$ cat config.mk
export PLATFORM = sky130hd
export DESIGN_NAME = gfrc_core
export DESIGN_NICKNAME = d
export VERILOG_FILES = /design/src/gfrc_pkg.sv /design/src/gfrc_core.sv
export SDC_FILE = /design/constraint.sdc
export NUM_CORES = 1
export LEC_CHECK = 0
export BUFFER_PORTS_ARGS = -buffer_cell sky130_fd_sc_hd__buf_4
export CAP_MARGIN = 5
export CORE_ASPECT_RATIO = 1.5
export CORE_UTILIZATION = 48
export CTS_BUF_LIST = sky130_fd_sc_hd__clkbuf_8
export DETAILED_ROUTE_END_ITERATION = 8
export SKIP_CTS_REPAIR_TIMING = 1
export SLEW_MARGIN = 0
export SYNTH_ARGS = -nofsm -noshare
export SYNTH_HDL_FRONTEND = slang
export SYNTH_SLANG_ARGS = --single-unit
$ cat constraint.sdc
create_clock -name i_clk -period 24.3 [get_ports i_clk]
set_clock_uncertainty 0.2 [all_clocks]
set_input_delay 4.86 -clock i_clk [delete_from_list [all_inputs] [get_ports i_clk]]
set_output_delay 4.86 -clock i_clk [all_outputs]
set_load 0.1 [all_outputs]
$ cat src/gfrc_pkg.sv
// gfrc_pkg: shared types and constants for the grid field-of-view ray caster
// no dependencies
`timescale 1ns / 1ps

package gfrc_pkg;

    // coordinate width; every coordinate used by the block stays below 127
    localparam int CW = 7;

    typedef enum logic [1:0] {
        OP_WRITE = 2'd0,
        OP_VIEW  = 2'd1,
        OP_READ  = 2'd2,
        OP_NONE  = 2'd3
    } t_op;

    // bit lanes of one memory word
    localparam int PL_EXP = 0;
    localparam int PL_VIS = 1;
    localparam int PL_TRN = 2;

    // register indexes
    localparam logic [1:0] REG_MAP_WIDTH   = 2'd0;
    localparam logic [1:0] REG_MAP_HEIGHT  = 2'd1;
    localparam logic [1:0] REG_VIEW_RADIUS = 2'd2;

    localparam logic [6:0] RST_MAP_WIDTH   = 7'd64;
    localparam logic [6:0] RST_MAP_HEIGHT  = 7'd64;
    localparam logic [6:0] RST_VIEW_RADIUS = 7'd8;

    typedef struct packed {
        t_op        op;
        logic [5:0] x;
        logic [5:0] y;
        logic       transparent;
    } t_fov_req;

    typedef struct packed {
        logic status;
        logic transparent;
        logic explored;
        logic visible;
    } t_fov_res;

    typedef struct packed {
        logic [2:0] we;
        logic [2:0] wd;
    } t_mem_wr;

endpackage

$ cat src/gfrc_core.sv
// gfrc_core: sequencer with one shared squaring unit that walks bresenham rays
// depends on gfrc_pkg; drives the tile memory gfrc_mem
`timescale 1ns / 1ps

module gfrc_core #(
    parameter int MAX_WIDTH  = 64,
    parameter int MAX_HEIGHT = 64,
    parameter int AW         = 12
) (
    input  logic                i_clk,
    input  logic                i_rst_n,
    input  logic                i_req_valid,
    output logic                o_req_ready,
    input  gfrc_pkg::t_fov_req  i_req,
    input  logic [6:0]          i_map_width,
    input  logic [6:0]          i_map_height,
    input  logic signed [6:0]   i_view_radius,
    output logic                o_res_valid,
    input  logic                i_res_ready,
    output gfrc_pkg::t_fov_res  o_res,
    output logic [AW-1:0]       o_mem_addr,
    output gfrc_pkg::t_mem_wr   o_mem_wr,
    input  logic [2:0]          i_mem_rdata
);
    import gfrc_pkg::*;

    localparam int CELLS = MAX_WIDTH * MAX_HEIGHT;
    localparam logic [AW-1:0] LAST = AW'(CELLS - 1);

    typedef enum logic [10:0] {
        ST_RSTCLR = 11'b00000000001,
        ST_IDLE   = 11'b00000000010,
        ST_EXEC   = 11'b00000000100,
        ST_RDWAIT = 11'b00000001000,
        ST_CLEAR  = 11'b00000010000,
        ST_R2     = 11'b00000100000,
        ST_RAY    = 11'b00001000000,
        ST_SQX    = 11'b00010000000,
        ST_SQY    = 11'b00100000000,
        ST_NEXT   = 11'b01000000000,
        ST_DONE   = 11'b10000000000
    } t_state;

    function automatic logic [AW-1:0] f_addr(input logic [CW-1:0] x, input logic [CW-1:0] y);
        f_addr = AW'(y) * AW'(MAX_WIDTH) + AW'(x);
    endfunction

    t_state r_state, n_state;
    t_fov_req r_req, n_req;
    t_fov_res r_res, n_res;
    logic [AW-1:0] r_cnt, n_cnt;
    logic [11:0] r_r2, n_r2, r_acc, n_acc;
    logic [CW-1:0] r_left, n_left, r_right, n_right, r_bottom, n_bottom;
    logic [CW-1:0] r_tx, n_tx, r_ty, n_ty, r_cx, n_cx, r_cy, n_cy;
    logic signed [1:0] r_px, n_px, r_py, n_py, r_qx, n_qx, r_qy, n_qy;
    logic [CW-1:0] r_major, n_major, r_minor, n_minor, r_n, n_n;
    logic signed [8:0] r_err, n_err;

    logic [CW-1:0] w, h, vx, vy, rad;
    logic [5:0] mul_a;
    logic [11:0] mul_p;
    logic signed [7:0] ox, oy, dx, dy;
    logic [CW-1:0] aox, aoy, adx, ady;
    logic signed [1:0] sdx, sdy;
    logic [12:0] d2;
    logic [7:0] rsum, cxs, cys;
    logic signed [8:0] e;
    logic signed [9:0] e2;
    logic out_map;

    assign w = (int'(i_map_width) > MAX_WIDTH) ? CW'(MAX_WIDTH) : i_map_width;
    assign h = (int'(i_map_height) > MAX_HEIGHT) ? CW'(MAX_HEIGHT) : i_map_height;
    assign vx = {1'b0, r_req.x};
    assign vy = {1'b0, r_req.y};
    assign rad = i_view_radius;
    assign out_map = (vx >= w) || (vy >= h);

    // shared squaring unit
    assign mul_p = mul_a * mul_a;

    assign ox = $signed({1'b0, r_cx}) - $signed({1'b0, vx});
    assign oy = $signed({1'b0, r_cy}) - $signed({1'b0, vy});
    assign aox = ox[7] ? CW'(-ox) : CW'(ox);
    assign aoy = oy[7] ? CW'(-oy) : CW'(oy);
    assign dx = $signed({1'b0, r_tx}) - $signed({1'b0, vx});
    assign dy = $signed({1'b0, r_ty}) - $signed({1'b0, vy});
    assign adx = dx[7] ? CW'(-dx) : CW'(dx);
    assign ady = dy[7] ? CW'(-dy) : CW'(dy);
    assign sdx = dx[7] ? -2'sd1 : ((dx != 8'sd0) ? 2'sd1 : 2'sd0);
    assign sdy = dy[7] ? -2'sd1 : ((dy != 8'sd0) ? 2'sd1 : 2'sd0);
    assign d2 = {1'b0, r_acc} + {1'b0, mul_p};
    assign rsum = {1'b0, vx} + {1'b0, rad} + 8'd1;

    always_comb begin
        n_state = r_state; n_req = r_req; n_res = r_res; n_cnt = r_cnt;
        n_r2 = r_r2; n_acc = r_acc;
        n_left = r_left; n_right = r_right; n_bottom = r_bottom;
        n_tx = r_tx; n_ty = r_ty; n_cx = r_cx; n_cy = r_cy;
        n_px = r_px; n_py = r_py; n_qx = r_qx; n_qy = r_qy;
        n_major = r_major; n_minor = r_minor; n_n = r_n; n_err = r_err;
        o_mem_addr = f_addr(r_cx, r_cy);
        o_mem_wr = '0;
        mul_a = '0;
        o_req_ready = 1'b0;
        o_res_valid = 1'b0;
        cxs = '0; cys = '0; e = '0; e2 = '0;

        unique case (r_state)
            ST_RSTCLR: begin
                o_mem_addr = r_cnt;
                o_mem_wr.we = '1;
                n_cnt = r_cnt + 1'b1;
                if (r_cnt == LAST) begin
                    n_cnt = '0;
                    n_state = ST_IDLE;
                end
            end
            ST_IDLE: begin
                o_req_ready = 1'b1;
                if (i_req_valid) begin
                    n_req = i_req;
                    n_state = ST_EXEC;
                end
            end
            ST_EXEC: begin
                o_mem_addr = f_addr(vx, vy);
                n_res = '0;
                n_state = ST_DONE;
                unique case (r_req.op)
                    OP_NONE: begin
                        n_state = ST_DONE;
                    end
                    OP_WRITE: begin
                        if (out_map) begin
                            n_res.status = 1'b1;
                        end else begin
                            o_mem_wr.we[PL_TRN] = 1'b1;
                            o_mem_wr.wd[PL_TRN] = r_req.transparent;
                        end
                    end
                    OP_READ: begin
                        if (out_map) n_res.status = 1'b1;
                        else n_state = ST_RDWAIT;
                    end
                    OP_VIEW: begin
                        n_cnt = '0;
                        if (out_map) n_res.status = 1'b1;
                        else n_state = ST_CLEAR;
                    end
                    default: n_state = ST_DONE;
                endcase
            end
            ST_RDWAIT: begin
                n_res.visible = i_mem_rdata[PL_VIS];
                n_res.explored = i_mem_rdata[PL_EXP];
                n_res.transparent = i_mem_rdata[PL_TRN];
                n_state = ST_DONE;
            end
            ST_CLEAR: begin
                o_mem_addr = r_cnt;
                o_mem_wr.we[PL_VIS] = 1'b1;
                n_cnt = r_cnt + 1'b1;
                if (r_cnt == LAST) begin
                    n_cnt = '0;
                    n_state = i_view_radius[6] ? ST_DONE : ST_R2;
                end
            end
            ST_R2: begin
                mul_a = rad[5:0];
                n_r2 = mul_p;
                n_left = (vx >= rad) ? (vx - rad) : '0;
                n_right = (rsum > {1'b0, w}) ? w : CW'(rsum);
                n_bottom = (({1'b0, vy} + {1'b0, rad} + 8'd1) > {1'b0, h}) ? h
                           : CW'({1'b0, vy} + {1'b0, rad} + 8'd1);
                n_tx = (vx >= rad) ? (vx - rad) : '0;
                n_ty = (vy >= rad) ? (vy - rad) : '0;
                n_state = ST_RAY;
            end
            ST_RAY: begin
                if (ady > adx) begin
                    n_major = ady; n_minor = adx;
                    n_px = 2'sd0; n_py = sdy; n_qx = sdx; n_qy = 2'sd0;
                end else begin
                    n_major = adx; n_minor = ady;
                    n_px = sdx; n_py = 2'sd0; n_qx = 2'sd0; n_qy = sdy;
                end
                n_cx = vx; n_cy = vy; n_err = '0; n_n = '0;
                n_state = ST_SQX;
            end
            ST_SQX: begin
                mul_a = aox[5:0];
                n_acc = mul_p;
                n_state = ST_SQY;
            end
            ST_SQY: begin
                mul_a = aoy[5:0];
                if (d2 > {1'b0, r_r2}) begin
                    n_state = ST_NEXT;
                end else begin
                    o_mem_wr.we[PL_VIS] = 1'b1;
                    o_mem_wr.wd[PL_VIS] = 1'b1;
                    o_mem_wr.we[PL_EXP] = 1'b1;
                    o_mem_wr.wd[PL_EXP] = 1'b1;
                    if (!i_mem_rdata[PL_TRN] || (r_cx == r_tx && r_cy == r_ty)
                        || r_n == r_major) begin
                        n_state = ST_NEXT;
                    end else begin
                        cxs = {1'b0, r_cx} + {{6{r_px[1]}}, r_px};
                        cys = {1'b0, r_cy} + {{6{r_py[1]}}, r_py};
                        e = r_err + $signed({2'b00, r_minor});
                        e2 = {e, 1'b0};
                        if (e2 >= $signed({3'b000, r_major})) begin
                            cxs = cxs + {{6{r_qx[1]}}, r_qx};
                            cys = cys + {{6{r_qy[1]}}, r_qy};
                            n_err = e - $signed({2'b00, r_major});
                        end else begin
                            n_err = e;
                        end
                        n_cx = cxs[CW-1:0];
                        n_cy = cys[CW-1:0];
                        n_n = r_n + 1'b1;
                        n_state = ST_SQX;
                    end
                end
            end
            ST_NEXT: begin
                n_res = '0;
                if (r_tx + 1'b1 < r_right) begin
                    n_tx = r_tx + 1'b1;
                    n_state = ST_RAY;
                end else if (r_ty + 1'b1 < r_bottom) begin
                    n_ty = r_ty + 1'b1;
                    n_tx = r_left;
                    n_state = ST_RAY;
                end else begin
                    n_state = ST_DONE;
                end
            end
            ST_DONE: begin
                o_res_valid = 1'b1;
                if (i_res_ready) n_state = ST_IDLE;
            end
            default: n_state = ST_IDLE;
        endcase
    end

    always_ff @(posedge i_clk) begin
        if (!i_rst_n) begin
            r_state <= ST_RSTCLR;
            r_cnt <= '0;
        end else begin
            r_state <= n_state;
            r_cnt <= n_cnt;
        end
    end

    always_ff @(posedge i_clk) begin
        r_req <= n_req; r_res <= n_res; r_r2 <= n_r2; r_acc <= n_acc;
        r_left <= n_left; r_right <= n_right; r_bottom <= n_bottom;
        r_tx <= n_tx; r_ty <= n_ty; r_cx <= n_cx; r_cy <= n_cy;
        r_px <= n_px; r_py <= n_py; r_qx <= n_qx; r_qy <= n_qy;
        r_major <= n_major; r_minor <= n_minor; r_n <= n_n; r_err <= n_err;
    end

    assign o_res = r_res;

    a_ray_in_map: assert property (@(posedge i_clk) disable iff (!i_rst_n)
        (r_state == ST_SQX) |-> (r_cx < w && r_cy < h))
        else $error("ray left the map");
    a_step_bound: assert property (@(posedge i_clk) disable iff (!i_rst_n)
        (r_state == ST_SQX) |-> (r_n <= r_major))
        else $error("ray ran past its end");
    a_accept_exec: assert property (@(posedge i_clk) disable iff (!i_rst_n)
        (i_req_valid && o_req_ready) |=> (r_state == ST_EXEC))
        else $error("accepted request not executed");
    a_no_write_idle: assert property (@(posedge i_clk) disable iff (!i_rst_n)
        (r_state == ST_IDLE || r_state == ST_DONE) |-> (o_mem_wr.we == 3'b000))
        else $error("memory written while not busy");

endmodule

# Yosys cells after proc, flatten, opt, wreduce, memory -nomap -nowiden
# Index checks and enable logic that the tools add are counted.
# word_totals
register_bits	153
in_bits	43
output_inout_bits	24
word_cells	188
# op_classes
add_sub_neg	27
mul	1
magnitude_cmp	13
n_eq_ne	27
mux	71
n_reduce_logical	22
# op_table
cell	count
$mux 7	22
$pmux 11 s11	1
$mux 11	9
$pmux 7 s2	5
$pmux 12 s2	2
$sub 7x6->8	4
$add 7x7->7	4
$ge 6x7->1	4
$mux 9	3
$mux 12	2
$pmux 11 s2	1
$add 7x1->7 const B	3
$eq 7x7->1	3
$mux 10	2
$pmux 6 s3	1
$pmux 9 s2	1
$add 6x7->8	2
$add 8x1->8 const B	2
$gt 8x7->1	2
$ne 2x2->1 const B	8
$reduce_bool 8->1	2
$gt 7x7->1 const B	2
$lt 7x7->1	2
$neg 7->7	2
43 further kinds	72

# Depth between registers and ports, before layout
# depth
depth_word	9
ltp_mapped	36
ltp_nobuf	34

# Worst setup path before layout
# Ideal clock, no wire load.
# synth_timing
path_kind	input to output
startpoint	input i_view_radius[5]
endpoint	output o_mem_wr[1] (netlist bit)
t_arrival_ps	10888
t_required_ps	19240
path_slack_ps	8352
path_stages	26
n_path_buf	1
cell_sequence	nand2_1 nand3_1 nor2_1 nor2_1 fa_1 inv_1 fa_1 inv_1 fa_1 ha_1 a21o_1 a21oi_1 o21bai_1 a21oi_1 xnor2_1 ha_1 a21o_1 a21oi_1 xnor2_1 ha_1 a21o_1 a21o_1 o21ai_0 nand3_1 inv_1 buf_4
# synth_rtl
element	line_no	text
start: declaration	gfrc_core.sv:17	input logic signed [6:0] i_view_radius,
end: declaration	gfrc_core.sv:22	output gfrc_pkg::t_mem_wr o_mem_wr,

==> summary.txt <==
Clock transition at the registers of the reported paths: 0.07 ns
Synth Warn #: 0
Slew Viols, Final: 0
Fin cells: 1863
Drt total wl: 35800 µm
Util after Layout: 52.8%
Worst hold slack: 0.333 ns
Die Span Y: 208 µm
Initial core utilization: 48.6%
Async S/R FF share, synth: 0%
Post-route cell area: 0.0147 mm²
Setup crit end kind: primary output
Grt ovf: 0
Final setup TNS: 0 ns
Worst-case reg-to-reg path depth: 31
Pin count of the biggest net entering global routing: 42
Via count of the first global-routing pass: 10900
CTS max path bufs: 2
Synth Cell Area: 0.0136 mm²
Placed insts: 1831
Multi-input logic area: 0.00860 mm²
Minimum clock period: 16.12 ns
Yosys reg bits: 151
RSZ-0062 raised after global routing: no
N_diodes: 0
DRC viols: 0
Top-Level Pins: 67
Routed Antenna Nets: 0
Max Fclk: 0.0620 GHz
CTS Buf Count: 17
Syn Area/Cell: 9.41 µm²
Slew headroom: 23.1%
Cell Pwr Density: 43.7 mW/mm²
Pleak: 0.00643 µW
Slew of the pin with the lowest slew margin: 1.15 ns
Area Overhead vs Synth: 8.65%
Distinct cells, synth: 71
CTS HTree Levels: 4
Drt pass-1 iters: 4
TritonCTS Sinks: 151
Post-synthesis cell count: 1441
Final Setup Violations: 0
# Max-Cap Violations: 0
CTS tree: built
WL/cell: 19.2 µm
Dpl hpwl: 29000 µm
Rows: 75
Initial antenna violation count: 0
Critical Path AT: 11.06 ns
Die Span X: 139 µm
VDD IR max: 0.0521 mV
Hold Path Stages: 1
Reg area: 0.00430 mm²
Die outline area: 0.0289 mm²
Register area share after synthesis: 31.8%
Critical path class: input port to primary output
Overall routing resource usage: 25.9%
Worst setup SP type: input port
Nets: 1756
Iteration-0 DRC Markers: 387
IO Port Bufs: 66
Crit share post-route: 66.3%
Syn_nets: 1693
Root buf cell: clkbuf_8
Crit path max fanout: 5
Worst EP required: 19.24 ns
Final Hold Viols: 0
Vias per cell: 5.75
Outcome: finished, final reports clean
Share of layout cells above drive strength 1: 8.97%
First-pass GRT wire length: 57000 µm
DR vias: 10700
CORE AREA: 0.0279 mm²
Hold crit path type: register to register
Post-synth EDFFs: 128
Gpl congestion: 0.928
Placed inst area: 0.0144 mm²
FILL cells: 2617
Top FF cell, synth: edfxtp_1
Clk_lat worst skew: 0.50 ns
==> area by class of cell <==
class / count / area share (%)
Timing Repair Buffer: 72 / 3.67
Clock inverter: 15 / 0.620
Multi-Input combinational cell: 1122 / 58.4
Tap cell: 346 / 2.94
Sequential cell: 151 / 29.2
Clock buffer: 17 / 1.59
Inverter: 140 / 3.57
==> per-stage QoR <==
stage                     setup WS, ns  power, µW
final                             8.18        644
after global routing              7.70        674
after CTS                         8.17        649
after detailed placement          8.19        482
after global placement            8.34        481
after floorplan                   8.35        434
==> routing by layer <==
layer | track usage, % | up-vias | routed length, µm
met2 | 47.2 | 224 | 18300
met5 | 0 | - | 0
met4 | 19.0 | 0 | 2650
li1 | - | 5282 | -
met1 | 27.2 | 5098 | 13900
met3 | 3.48 | 100 | 923
==> cells in the mapped netlist (16+ instances only) <==
cell / number / area, µm²
nor3_1: 23 / 115
nand3_1: 45 / 225
mux2i_1: 30 / 300
nand2_1: 83 / 312
o21ai_0: 64 / 320
nor2b_1: 34 / 213
fa_1: 22 / 440
a22oi_1: 23 / 173
ha_1: 187 / 2340
clkbuf_1: 17 / 63.8
nor2_1: 116 / 435
a21o_1: 37 / 278
edfxtp_1: 128 / 3840
dfxtp_1: 23 / 460
xnor2_1: 84 / 736
o21bai_1: 24 / 180
xor2_1: 58 / 508
inv_1: 138 / 518
a21oi_1: 97 / 485
nand4_1: 16 / 100
and3_1: 17 / 106
==> cells in the final DEF (no fill, tap or decap), types with 30 or more instances in the layout <==
| master | n |
|---|---|
| ha_1 | 187 |
| inv_1 | 140 |
| edfxtp_1 | 128 |
| nor2_1 | 116 |
| a21oi_1 | 97 |
| xnor2_1 | 84 |
| nand2_1 | 83 |
| buf_4 | 72 |
| o21ai_0 | 64 |
| xor2_1 | 58 |
| nand3_1 | 45 |
| a21o_1 | 37 |
| nor2b_1 | 34 |
| mux2i_1 | 30 |
==> state kept, by name, indices dropped and copies added, names as in the netlist <==
| name | count |
|---|---|
| r_req | 15 |
| r_cnt | 12 |
| r_acc | 11 |
| r_r2 | 11 |
| r_state | 11 |
| r_err | 9 |
| r_bottom | 7 |
| r_cx | 7 |
| r_cy | 7 |
| r_left | 7 |
| r_major | 7 |
| r_minor | 7 |
| r_n | 7 |
| r_right | 7 |
| r_tx | 7 |
| r_ty | 7 |
| o_res | 4 |
| r_px | 2 |
| r_py | 2 |
| r_qx | 2 |
| r_qy | 2 |
==> cell families after synthesis <==
| group | Yosys count | synth area share, % |
|---|---|---|
| buffers and inverters | 168 | 4.90 |
| AO/OA/AOI/OAI | 331 | 15.8 |
| adder cells (fa/ha/maj) | 209 | 20.5 |
| flip-flops | 151 | 31.8 |
| multiplexers | 44 | 3.38 |
| XOR/XNOR | 142 | 9.17 |
| AND/OR/NAND/NOR | 396 | 14.5 |
==> critical path, cell delays in order <==
cell      delay [ns]
buf_4           0.13
nand2_1         0.06
nand3_1         0.10
nor2_1          0.27
nor2_1          0.11
fa_1            0.54
inv_1           0.07
fa_1            0.53
inv_1           0.05
fa_1            0.47
ha_1            0.35
a21o_1          0.19
a21oi_1         0.22
o21bai_1        0.09
a21oi_1         0.23
xnor2_1         0.24
ha_1            0.33
a21o_1          0.18
a21oi_1         0.15
xnor2_1         0.15
ha_1            0.27
a21o_1          0.20
a21o_1          0.18
o21ai_0         0.36
nand3_1         0.27
nand2_1         0.14
buf_4           0.31
==> power by group <==
part / switching [µW] / internal [µW]
combinational: 125 / 59.8
sequential: 5.53 / 286
clock: 99.7 / 68.4
==> path summary, 6_finish.rpt <==
path	startpoint	to	slack, ns
min	r_cnt[6]$_SDFFE_PN0P_	r_cnt[6]$_SDFFE_PN0P_	0.33
max	i_view_radius[5]	o_mem_wr[4]	8.18
max reg2reg	r_req[1]$_DFFE_PP_	r_err[4]$_SDFFCE_PN0P_	14.73
min reg2reg	r_cnt[6]$_SDFFE_PN0P_	r_cnt[6]$_SDFFE_PN0P_	0.33
Note: power is estimated with default switching activity, not from simulation.
